### config.mk
export PLATFORM = sky130hd
export DESIGN_NAME = bounded_deque_with_indexed_insert_core
export DESIGN_NICKNAME = d
export VERILOG_FILES = /design/src/rtl/core/bdq_pkg.sv /design/src/rtl/core/bdq_ctrl.sv /design/src/rtl/core/bdq_datapath.sv /design/src/rtl/core/bounded_deque_with_indexed_insert_core.sv
export SDC_FILE = /design/constraint.sdc
export NUM_CORES = 2
export LEC_CHECK = 0
export BUFFER_PORTS_ARGS = -buffer_cell sky130_fd_sc_hd__buf_4
export CAP_MARGIN = 20
export CORE_UTILIZATION = 40
export CTS_BUF_LIST = sky130_fd_sc_hd__clkbuf_16
export CTS_CLUSTER_SIZE = 12
export DETAILED_ROUTE_END_ITERATION = 8
export SETUP_SLACK_MARGIN = 0.02
export SLEW_MARGIN = 20
export SYNTH_ARGS = -nofsm -noshare
export SYNTH_HDL_FRONTEND = slang
export SYNTH_HIERARCHICAL = 1
export SYNTH_SLANG_ARGS = --single-unit
### constraint.sdc
create_clock -name clock -period 19.84 [get_ports clock]
set_clock_uncertainty 0.05 [all_clocks]
set_input_delay 2.976 -clock clock [delete_from_list [all_inputs] [get_ports clock]]
set_output_delay 2.976 -clock clock [all_outputs]
set_load 0.1 [all_outputs]
### src/rtl/core/bdq_pkg.sv
`timescale 1ns / 1ps
`default_nettype none
// ----------------------------------------------------------------------------
// bdq_pkg
// shared types and constants for the bounded deque core
// ----------------------------------------------------------------------------
package bdq_pkg;

   // field widths of the stream words
   localparam int OPCODE_W    = 3;
   localparam int POS_W       = 5;
   localparam int VALUE_W     = 32;
   localparam int COUNT_OUT_W = 5;
   localparam int STATUS_W    = 2;
   localparam int BOUND_W     = 4;
   localparam int REQ_TDATA_W = 40;
   localparam int RSP_TDATA_W = 40;

   typedef enum logic [OPCODE_W-1:0] {
      OP_PUSH_BACK  = 3'd0,
      OP_PUSH_FRONT = 3'd1,
      OP_POP_BACK   = 3'd2,
      OP_POP_FRONT  = 3'd3,
      OP_INSERT     = 3'd4,
      OP_DELETE     = 3'd5
   } op_type;

   typedef enum logic [STATUS_W-1:0] {
      STS_DONE    = 2'd0,
      STS_IGNORED = 2'd1,
      STS_DROPPED = 2'd2
   } rsp_status_type;

   // occupancy of the response register
   typedef enum logic {
      RSP_EMPTY = 1'b0,
      RSP_FULL  = 1'b1
   } ctrl_state_type;

   // controller to datapath
   typedef struct packed {
      logic load;       // capture result word
      logic do_insert;  // shift tail right and place new entry
      logic do_remove;  // shift tail left over removed entry
   } dp_cmd_type;

   // datapath to controller
   typedef struct packed {
      logic ins_ok;     // current word is a legal push or insert
      logic rem_ok;     // current word is a legal pop or delete
   } dp_sts_type;

endpackage
`default_nettype wire

### src/rtl/core/bdq_ctrl.sv
`timescale 1ns / 1ps
`default_nettype none
// ----------------------------------------------------------------------------
// bdq_ctrl
// handshake controller: tracks the response register and issues commands
// ----------------------------------------------------------------------------
module bdq_ctrl (
   input  wire logic                 clock,
   input  wire logic                 reset,
   input  wire logic                 req_tvalid,
   output      logic                 req_tready,
   output      logic                 rsp_tvalid,
   input  wire logic                 rsp_tready,
   input  wire bdq_pkg::dp_sts_type  sts,
   output      bdq_pkg::dp_cmd_type  cmd
);

   bdq_pkg::ctrl_state_type state_ff, state_in;
   logic accept;

   assign req_tready = (state_ff == bdq_pkg::RSP_EMPTY) || rsp_tready;
   assign accept     = req_tvalid && req_tready;

   // next state
   always_comb begin
      state_in = state_ff;
      case (state_ff)
         bdq_pkg::RSP_EMPTY: begin
            if (accept) state_in = bdq_pkg::RSP_FULL;
         end
         bdq_pkg::RSP_FULL: begin
            if (!accept && rsp_tready) state_in = bdq_pkg::RSP_EMPTY;
         end
         default: state_in = bdq_pkg::RSP_EMPTY;
      endcase
   end

   // outputs
   always_comb begin
      rsp_tvalid    = 1'b0;
      cmd.load      = accept;
      cmd.do_insert = accept && sts.ins_ok;
      cmd.do_remove = accept && sts.rem_ok;
      case (state_ff)
         bdq_pkg::RSP_EMPTY: rsp_tvalid = 1'b0;
         bdq_pkg::RSP_FULL:  rsp_tvalid = 1'b1;
         default:            rsp_tvalid = 1'b0;
      endcase
   end

   always_ff @(posedge clock) begin
      if (reset) begin
         state_ff <= bdq_pkg::RSP_EMPTY;
      end else begin
         state_ff <= state_in;
      end
   end

endmodule
`default_nettype wire

### src/rtl/core/bdq_datapath.sv
`timescale 1ns / 1ps
`default_nettype none
// ----------------------------------------------------------------------------
// bdq_datapath
// row of entry cells with parallel shift, count, bound register, result regs
// ----------------------------------------------------------------------------
module bdq_datapath #(
   parameter int DEPTH = 16,
   parameter int WIDTH = 32
) (
   input  wire logic                                clock,
   input  wire logic                                reset,
   input  wire logic                                csr_wr_en,
   input  wire logic [bdq_pkg::BOUND_W-1:0]         csr_wr_data,
   input  wire bdq_pkg::op_type                     in_op,
   input  wire logic [bdq_pkg::POS_W-1:0]           in_position,
   input  wire logic [bdq_pkg::VALUE_W-1:0]         in_value,
   input  wire bdq_pkg::dp_cmd_type                 cmd,
   output      bdq_pkg::dp_sts_type                 sts,
   output      logic [bdq_pkg::VALUE_W-1:0]         out_popped_value,
   output      logic                                out_popped_valid,
   output      logic [bdq_pkg::COUNT_OUT_W-1:0]     out_entry_count,
   output      bdq_pkg::rsp_status_type             out_status
);

   localparam int CW  = $clog2(DEPTH + 1);
   localparam int AW  = $clog2(DEPTH);
   localparam int VW  = bdq_pkg::VALUE_W;
   localparam int KW0 = (CW > bdq_pkg::POS_W) ? CW : bdq_pkg::POS_W;
   localparam int KW  = KW0 + 1;

   logic [WIDTH-1:0] cells_ff [DEPTH];
   logic [WIDTH-1:0] cells_in [DEPTH];
   logic [CW-1:0]    cnt_ff, cnt_in;
   logic [bdq_pkg::BOUND_W-1:0] bound_ff;

   logic [bdq_pkg::VALUE_W-1:0] popped_value_ff, popped_value_in;
   logic                        popped_valid_ff, popped_valid_in;
   logic [bdq_pkg::COUNT_OUT_W-1:0] entry_count_ff;
   bdq_pkg::rsp_status_type     status_ff, status_in;

   logic [KW-1:0]    cnt_ext, pos_ext, idx, lim, grown, cnt_next_ext;
   logic [AW-1:0]    back_idx;
   logic [WIDTH-1:0] val_w, pop_cell;
   logic [bdq_pkg::VALUE_W-1:0] pop_word;
   logic             is_pop, cut;

   // value width adaption
   assign val_w    = WIDTH'(in_value);
   assign pop_word = VW'(pop_cell);

   assign cnt_ext  = KW'(cnt_ff);
   assign pos_ext  = KW'(in_position);
   assign back_idx = cnt_ext[AW-1:0] - AW'(1);

   // active limit: bound plus one, or the full row when zero or too large
   always_comb begin
      lim = KW'(bound_ff) + KW'(1);
      if (bound_ff == '0 || lim > KW'(DEPTH)) lim = KW'(DEPTH);
   end

   // decode and range check
   always_comb begin
      sts.ins_ok = 1'b0;
      sts.rem_ok = 1'b0;
      idx        = '0;
      is_pop     = 1'b0;
      case (in_op)
         bdq_pkg::OP_PUSH_BACK: begin
            sts.ins_ok = 1'b1;
            idx        = cnt_ext;
         end
         bdq_pkg::OP_PUSH_FRONT: begin
            sts.ins_ok = 1'b1;
         end
         bdq_pkg::OP_POP_BACK: begin
            sts.rem_ok = (cnt_ff != '0);
            idx        = cnt_ext - KW'(1);
            is_pop     = 1'b1;
         end
         bdq_pkg::OP_POP_FRONT: begin
            sts.rem_ok = (cnt_ff != '0);
            is_pop     = 1'b1;
         end
         bdq_pkg::OP_INSERT: begin
            sts.ins_ok = (pos_ext <= cnt_ext);
            idx        = pos_ext;
         end
         bdq_pkg::OP_DELETE: begin
            sts.rem_ok = (pos_ext < cnt_ext);
            idx        = pos_ext;
         end
         default: begin
            sts.ins_ok = 1'b0;
         end
      endcase
   end

   // per-cell next value
   always_comb begin
      for (int i = 0; i < DEPTH; i++) begin
         cells_in[i] = cells_ff[i];
         if (cmd.do_insert) begin
            if (KW'(i) == idx) cells_in[i] = val_w;
            if (i > 0 && KW'(i) > idx) cells_in[i] = cells_ff[(i > 0) ? i - 1 : 0];
         end else if (cmd.do_remove) begin
            if (i < DEPTH - 1 && KW'(i) >= idx)
               cells_in[i] = cells_ff[(i < DEPTH - 1) ? i + 1 : i];
         end
      end
   end

   // count and result word
   always_comb begin
      grown        = cnt_ext + KW'(1);
      cut          = grown > lim;
      cnt_next_ext = cnt_ext;
      status_in    = bdq_pkg::STS_IGNORED;
      if (cmd.do_insert) begin
         cnt_next_ext = cut ? lim : grown;
         status_in    = cut ? bdq_pkg::STS_DROPPED : bdq_pkg::STS_DONE;
      end else if (cmd.do_remove) begin
         cnt_next_ext = cnt_ext - KW'(1);
         status_in    = bdq_pkg::STS_DONE;
      end
      cnt_in = cnt_next_ext[CW-1:0];

      pop_cell        = (in_op == bdq_pkg::OP_POP_FRONT) ? cells_ff[0] : cells_ff[back_idx];
      popped_valid_in = cmd.do_remove && is_pop;
      popped_value_in = popped_valid_in ? pop_word : '0;
   end

   always_ff @(posedge clock) begin
      if (reset) begin
         cnt_ff   <= '0;
         bound_ff <= '0;
      end else begin
         cnt_ff <= cnt_in;
         if (csr_wr_en) bound_ff <= csr_wr_data;
      end
   end

   always_ff @(posedge clock) begin
      for (int i = 0; i < DEPTH; i++) begin
         cells_ff[i] <= cells_in[i];
      end
      if (cmd.load) begin
         popped_value_ff <= popped_value_in;
         popped_valid_ff <= popped_valid_in;
         entry_count_ff  <= cnt_next_ext[bdq_pkg::COUNT_OUT_W-1:0];
         status_ff       <= status_in;
      end
   end

   assign out_popped_value = popped_value_ff;
   assign out_popped_valid = popped_valid_ff;
   assign out_entry_count  = entry_count_ff;
   assign out_status       = status_ff;

   a_count_range: assert property (@(posedge clock) disable iff (reset)
      KW'(cnt_ff) <= KW'(DEPTH))
      else $error("entry count above depth");

   a_one_shift: assert property (@(posedge clock) disable iff (reset)
      !(cmd.do_insert && cmd.do_remove))
      else $error("insert and remove in the same cycle");

   a_insert_nonempty: assert property (@(posedge clock) disable iff (reset)
      cmd.do_insert |=> cnt_ff != '0)
      else $error("queue empty after insert");

   a_remove_dec: assert property (@(posedge clock) disable iff (reset)
      cmd.do_remove |=> cnt_ff == $past(cnt_ff) - CW'(1))
      else $error("remove did not decrement count");

   a_idle_hold: assert property (@(posedge clock) disable iff (reset)
      !cmd.load |=> $stable(cnt_ff))
      else $error("count changed without an accepted word");

endmodule
`default_nettype wire

### src/rtl/core/bounded_deque_with_indexed_insert_core.sv
`timescale 1ns / 1ps
`default_nettype none
// the result word is registered and valid in the cycle after its request word is accepted
// throughput: one word per cycle when not back-pressured; cells shift in one parallel step
// a new request is taken while the previous result waits, if the result is taken too
// reset (synchronous, active high) clears the count, the bound register and rsp_tvalid
// entry cells are not cleared; only cells below the count are ever read
// ----------------------------------------------------------------------------
// bounded_deque_with_indexed_insert_core
// double-ended queue with indexed insert/delete and a programmable bound
// ----------------------------------------------------------------------------
module bounded_deque_with_indexed_insert_core #(
   parameter int DEPTH = 16,  // number of entry cells
   parameter int WIDTH = 32   // bits stored per entry
) (
   input  wire logic                                clock,
   input  wire logic                                reset,
   // configuration: highest index bound
   input  wire logic                                csr_wr_en,
   input  wire logic [bdq_pkg::BOUND_W-1:0]         csr_wr_data,
   // request channel
   input  wire logic                                req_tvalid,
   output      logic                                req_tready,
   input  wire logic [bdq_pkg::REQ_TDATA_W-1:0]     req_tdata,  // position[4:0], value[36:5]
   input  wire logic [bdq_pkg::OPCODE_W-1:0]        req_tuser,  // opcode[2:0]
   // response channel
   output      logic                                rsp_tvalid,
   input  wire logic                                rsp_tready,
   output      logic [bdq_pkg::RSP_TDATA_W-1:0]     rsp_tdata,  // popped_value[31:0],
                                                                // entry_count[36:32],
                                                                // status[38:37], zero pad
   output      logic                                rsp_tuser   // popped_valid
);

   bdq_pkg::dp_cmd_type cmd;
   bdq_pkg::dp_sts_type sts;

   logic [bdq_pkg::VALUE_W-1:0]     popped_value;
   logic                            popped_valid;
   logic [bdq_pkg::COUNT_OUT_W-1:0] entry_count;
   bdq_pkg::rsp_status_type         status;

   // handshake and command sequencing
   bdq_ctrl u_ctrl (
      .clock      (clock),
      .reset      (reset),
      .req_tvalid (req_tvalid),
      .req_tready (req_tready),
      .rsp_tvalid (rsp_tvalid),
      .rsp_tready (rsp_tready),
      .sts        (sts),
      .cmd        (cmd)
   );

   // cell row, count and result registers
   bdq_datapath #(
      .DEPTH (DEPTH),
      .WIDTH (WIDTH)
   ) u_datapath (
      .clock            (clock),
      .reset            (reset),
      .csr_wr_en        (csr_wr_en),
      .csr_wr_data      (csr_wr_data),
      .in_op            (bdq_pkg::op_type'(req_tuser)),
      .in_position      (req_tdata[bdq_pkg::POS_W-1:0]),
      .in_value         (req_tdata[bdq_pkg::POS_W +: bdq_pkg::VALUE_W]),
      .cmd              (cmd),
      .sts              (sts),
      .out_popped_value (popped_value),
      .out_popped_valid (popped_valid),
      .out_entry_count  (entry_count),
      .out_status       (status)
   );

   // pack the response word, highest field first
   assign rsp_tdata = {1'b0, status, entry_count, popped_value};
   assign rsp_tuser = popped_valid;

endmodule
`default_nettype wire

-- Yosys cells after proc, flatten, opt, wreduce, memory -nomap -nowiden
Memories as Yosys holds them, arrays and structs flattened.
Cells that the tools add are included.
- register bits after elaboration: 50
- RAM bits: 512
- input port bits: 52
- logic and storage cells: 175
- memories: 1
- $add $sub $neg: 4
- $lt $le $gt $ge: 34
- equality and inequality tests: 20
- muxes and demuxes: 93
- bitwise gates (word level): 1
- reduce and logical (&&, ||, !) cells: 15
- memories (memory ; depth ; width ; read ports ; clocked after Yosys merged registers in ; write ports ; line ; source):
    u_datapath.cells_ff ; 16 ; 32 ; 17 ; 0 ; 16 ; bdq_datapath.sv:32 ; logic [WIDTH-1:0] cells_ff [DEPTH];
- operator list (cell ; number):
    2-to-1 mux 32 bit ; 78
    equality test 4 x 6 -> 1 bit, first input constant ; 8
    > comparator 4 x 6 -> 1 bit, first input constant ; 8
    >= comparator 4 x 6 -> 1 bit, first input constant ; 7
    equality test 3 x 6 -> 1 bit, first input constant ; 4
    >= comparator 3 x 6 -> 1 bit, first input constant ; 4
    > comparator 3 x 6 -> 1 bit, first input constant ; 4
    2-to-1 mux 5 bit ; 4
    one-hot mux 6 bit (3 select lines) ; 1
    equality test 2 x 6 -> 1 bit, first input constant ; 2
    >= comparator 1 x 6 -> 1 bit, first input constant ; 2
    >= comparator 2 x 6 -> 1 bit, first input constant ; 2
    > comparator 2 x 6 -> 1 bit, first input constant ; 2
    one-hot mux 1 bit (2 select lines) ; 4
    adder 5 x 1 -> 6 bit, second input constant ; 1
    equality test 1 x 6 -> 1 bit, first input constant ; 1
    equality test 3 x 2 -> 1 bit, second input constant ; 2
    equality test 3 bit, second input constant ; 2
    > comparator 1 x 6 -> 1 bit, first input constant ; 1
    > comparator 6 x 5 -> 1 bit, second input constant ; 1
    > comparator 6 bit ; 1
    zero test 6 bit ; 1
    OR reduction 2 bit ; 3
    subtractor 5 x 1 -> 6 bit, second input constant ; 1
    14 further kinds ; 23

-- Logic depth before layout (Yosys ltp)
- depth in word-level cells: 7
- mapped depth: 17

-- Modules after synthesis
The synthesis kept the hierarchy.
- by module, submodules not included (module ; times used ; cells each ; area each (µm²) ; sequential area each (µm²)):
    bdq_datapath ; 1 ; 2934 ; 33002.9 ; 16756.1
    bdq_ctrl ; 1 ; 8 ; 68.8 ; 20.0
    bounded_deque_with_indexed_insert_core ; 1 ; 2 ; 11.3 ; 0.0

-- Least setup slack after synthesis
No wires, ideal clock.
- path type: input to register
- start: input port req_tdata[1] (netlist name)
- end: memory u_datapath.cells_ff[0][0] (enable)
- arrival time: 7847 ps
- required time: 19289 ps
- setup slack: 11442 ps
- stages: 12
- buffers on the path: 2
- path through: ha_1 > nor2b_1 > o21a_1 > o21ai_0 > nand2b_1 > a21oi_1 > o21a_1 > and3_1 > clkbuf_1 > clkbuf_1 > nor2_1 > nor4_1
- RTL lines (item ; line ; source):
    start, declared ; bounded_deque_with_indexed_insert_core.sv:24 ; input wire logic [bdq_pkg::REQ_TDATA_W-1:0] req_tdata,
    end, declared ; bdq_datapath.sv:32 ;

==> impl_metrics.toml <==
[global_routing]
antenna_found_initial = 3
grt_pass1_vias = 24300
track_usage = 0.245
gr-usage-met3 = 0.0407
gr-total-overflow = 0
grt_max_degree = 107
busiest_layer = "met2"
grt_pass1_wl_um = 155000
met2_usage = 0.396
grt_use_met1 = 0.337

[placed_design]
place_area_um2 = 34500
place_hpwl_um = 59600
place.gp.congestion = 0.831
portBuffers = 90

[sta]
period_minus_slack_ns = 7.66
period_share = 0.386
finalMaxSlewViolations = 0
setup_viol = 0
rsz0062_at_grt = "no"
worst_slew_pin_slew_ns = 1.12
timing.setup.tns_ns = 0
fin_hold_ws_ns = 0.489
fmax_mhz = 131
maxSlewHeadroom = 0.256
hold_viol = 0

[synthesis]
ys_seq_area_frac = 0.507
async_flop_share = 0
synth_enable_flop_cells = 552
netlist_instances = 2944
syn-cell-area_um2 = 33100
avgSynthCellArea_um2 = 11.2
synth_cell_types = 66
ys_seq_elements = 562
ys_warn_count = 6
synth.net_count = 3011
synthFlopType = "edfxtp_1"

[setup_path]
worstPathArrival_ns = 7.96
cp_common_cell = "buf_4"
reg2reg_to = "u_datapath/cells_ff[0][9]"
worstPathRequired_ns = 20.14
critical-path-max-stage-delay_ns = 0.83
cp-endpoint = "u_datapath/cells_ff[0][9]"
crit_slowest_cell = "buf_4"
r2r_start = "u_datapath/cnt_ff[2]"
crit_chain = "buf_4 -> ha_1 -> nor2b_1 -> o21a_1 -> o21ai_0 -> nand2b_1 -> a21oi_1 -> o21a_1 -> and3_4 -> buf_4 -> buf_4 -> buf_4 -> mux2_2"
start_kind = "input port"
cp_max_fo = 92
startpoint = "req_tdata[1]"
crit_path_end_kind = "flop"
ff2ff_path_depth = 12
reg2reg_slack_ns = 13.91
setup.worst_path.class = "input port to flop"

[worst_hold_path]
hp-class = "flop to flop"

[floorplan]
initial_core_util = 0.404
die_w_um = 290
fp.dieH_um = 290
fp-row-count = 105
die_area_um2 = 83900
io_pins = 95
core_area_um2 = 82000

[routing]
drt_first_pass_iters = 8
route.vias.total = 25100
drc_errors = 1
drt_iter0_drc = 3183
wl_per_cell_um = 26.1
vias_per_cell = 6.32
antenna_left = 0
wl_um = 103000

[status]
run_status = "finished, violations left"
violations = "design-rule violations"

[pwr]
p_per_area_nw_per_um2 = 97.3
p_leak_nw = 13.0
ir_worst_vdd_mv = 0.0590
p_total_mw = 3.55

[final_layout]
area_delta_synth_final_pct = 10.2
most-common-layout-cells = "edfxtp_1, a21oi_1, nor2_1, mux2i_1, nand2_1"
stdcell_area_um2 = 36400
fillCellCount = 7527
nets = 2922
layout_commonest_cell = "edfxtp_1"
layout-drive-gt1-share = 0.193
insertedDiodeCount = 0

[clock_network]
root_buffer = "clkbuf_16"
clock_latency_ns = 0.60
postCtsSetupBuffers = 0
cts_sinks = 562
cts_tree = "yes"
cts_resized = 0
htreeDepth = 3
ctsHoldBuffers = 0
clkTransAtPathRegs_ns = 0.05
clk_path_buf_depth = 3
cts_buffers = 67

[job]
maxCapViolCount = 0
==> kinds of logic after synthesis <==
group           Yosys count  share of synthesized area
compound gates          641                      0.113
xor+xnor                  6                    0.00159
fa+ha+maj                15                    0.00567
buf+inv                 332                     0.0442
flops                   562                      0.507
mux                     486                      0.210
other cells               1                   0.000113
simple gates            901                      0.118
==> metal layers <==
layer	vias up	share of wire
met3	207	0.085
met1	12600	0.41
met4	2	0.032
met5	-	0.00019
met2	1390	0.47
li1	10900	-
==> how the worst min path moves through the flow <==
| stage | start | slack (ns) | depth (start not counted) | end |
|---|---|---|---|---|
| 2_1_floorplan | u_datapath/bound_ff[1] | 0.45 | 2 | u_datapath/bound_ff[1] |
| 3_3_place_gp | u_ctrl/state_ff | 0.47 | 2 | u_ctrl/state_ff |
| 3_5_place_dp | u_ctrl/state_ff | 0.49 | 2 | u_ctrl/state_ff |
| 4_1_cts | u_ctrl/state_ff | 0.50 | 2 | u_ctrl/state_ff |
| 5_1_grt | u_ctrl/state_ff | 0.53 | 2 | u_ctrl/state_ff |
| 6_report | u_ctrl/state_ff | 0.49 | 2 | u_ctrl/state_ff |
==> cell usage after synthesis, types with 3 or more instances <==
cell type | number | area (µm²)
clkbuf_1 | 236 | 886
ha_1 | 15 | 188
buf_1 | 12 | 45.0
mux4_2 | 160 | 3600
o221a_2 | 32 | 360
o21ai_0 | 8 | 40.0
nor4_1 | 33 | 206
o31ai_1 | 35 | 263
or2_2 | 3 | 18.8
nor2_1 | 472 | 1770
nand4b_1 | 32 | 280
mux2i_1 | 261 | 2610
mux2_2 | 65 | 732
nor2b_1 | 8 | 50.1
buf_6 | 12 | 135
xnor2_1 | 4 | 35.0
nand2_1 | 239 | 897
a211oi_1 | 6 | 45.0
buf_4 | 22 | 165
nor3_1 | 75 | 375
a21oi_1 | 463 | 2320
edfxtp_1 | 552 | 16600
inv_1 | 16 | 60.1
nand2b_1 | 3 | 18.8
a31oi_1 | 64 | 400
nand3_1 | 8 | 40.0
o22ai_1 | 3 | 18.8
o21a_1 | 9 | 67.6
buf_2 | 34 | 170
and3_1 | 7 | 43.8
dfxtp_1 | 10 | 200
and2_1 | 5 | 31.3
==> power by group <==
| part | internal (mW) | leakage, nW | switching, mW |
|---|---|---|---|
| logic | 0.347 | 6.87 | 0.576 |
| clock network | 0.639 | 0.988 | 0.495 |
| registers | 1.43 | 5.17 | 0.0649 |
==> worst max-delay path: cells and delay by family <==
family / cells / cell delay, ns
fa+ha+maj: 1 / 0.30
buf+inv: 4 / 2.42
simple gates: 3 / 0.99
mux: 1 / 0.42
compound gates: 4 / 0.70
==> registers in the layout, indices dropped and copies added (netlist names) <==
| register | flops |
|---|---|
| u_datapath/out_popped_valid | 1 |
| u_datapath/out_status | 2 |
| u_datapath/cells_ff | 512 |
| u_datapath/cnt_ff | 5 |
| u_ctrl/state_ff | 1 |
| u_datapath/out_popped_value | 32 |
| u_datapath/bound_ff | 4 |
| u_datapath/out_entry_count | 5 |
==> through the flow <==
| stage | cells | setup WS (ns) | utilization |
|---|---|---|---|
| 3_5_place_dp | 3856 | 11.71 | 0.421 |
| 3_3_place_gp | 3855 | 11.85 | 0.421 |
| 4_1_cts | 3965 | 12.34 | 0.445 |
| 2_1_floorplan | 2944 | 11.44 | - |
| 6_report | 3965 | 12.18 | 0.445 |
| 5_1_grt | 3965 | 11.89 | 0.445 |
==> final cells by class <==
type / count / area, µm² / share of cell area
timing repair buffer: 158 / 1220 / 0.0334
clock buffer: 69 / 1730 / 0.0474
multi-input combinational: 2050 / 15100 / 0.414
inverter: 16 / 62.6 / 0.00172
clock inverter: 40 / 216 / 0.00594
sequential: 562 / 16800 / 0.460
tap: 1070 / 1340 / 0.0367
Note: power is estimated with default switching activity, not from simulation.
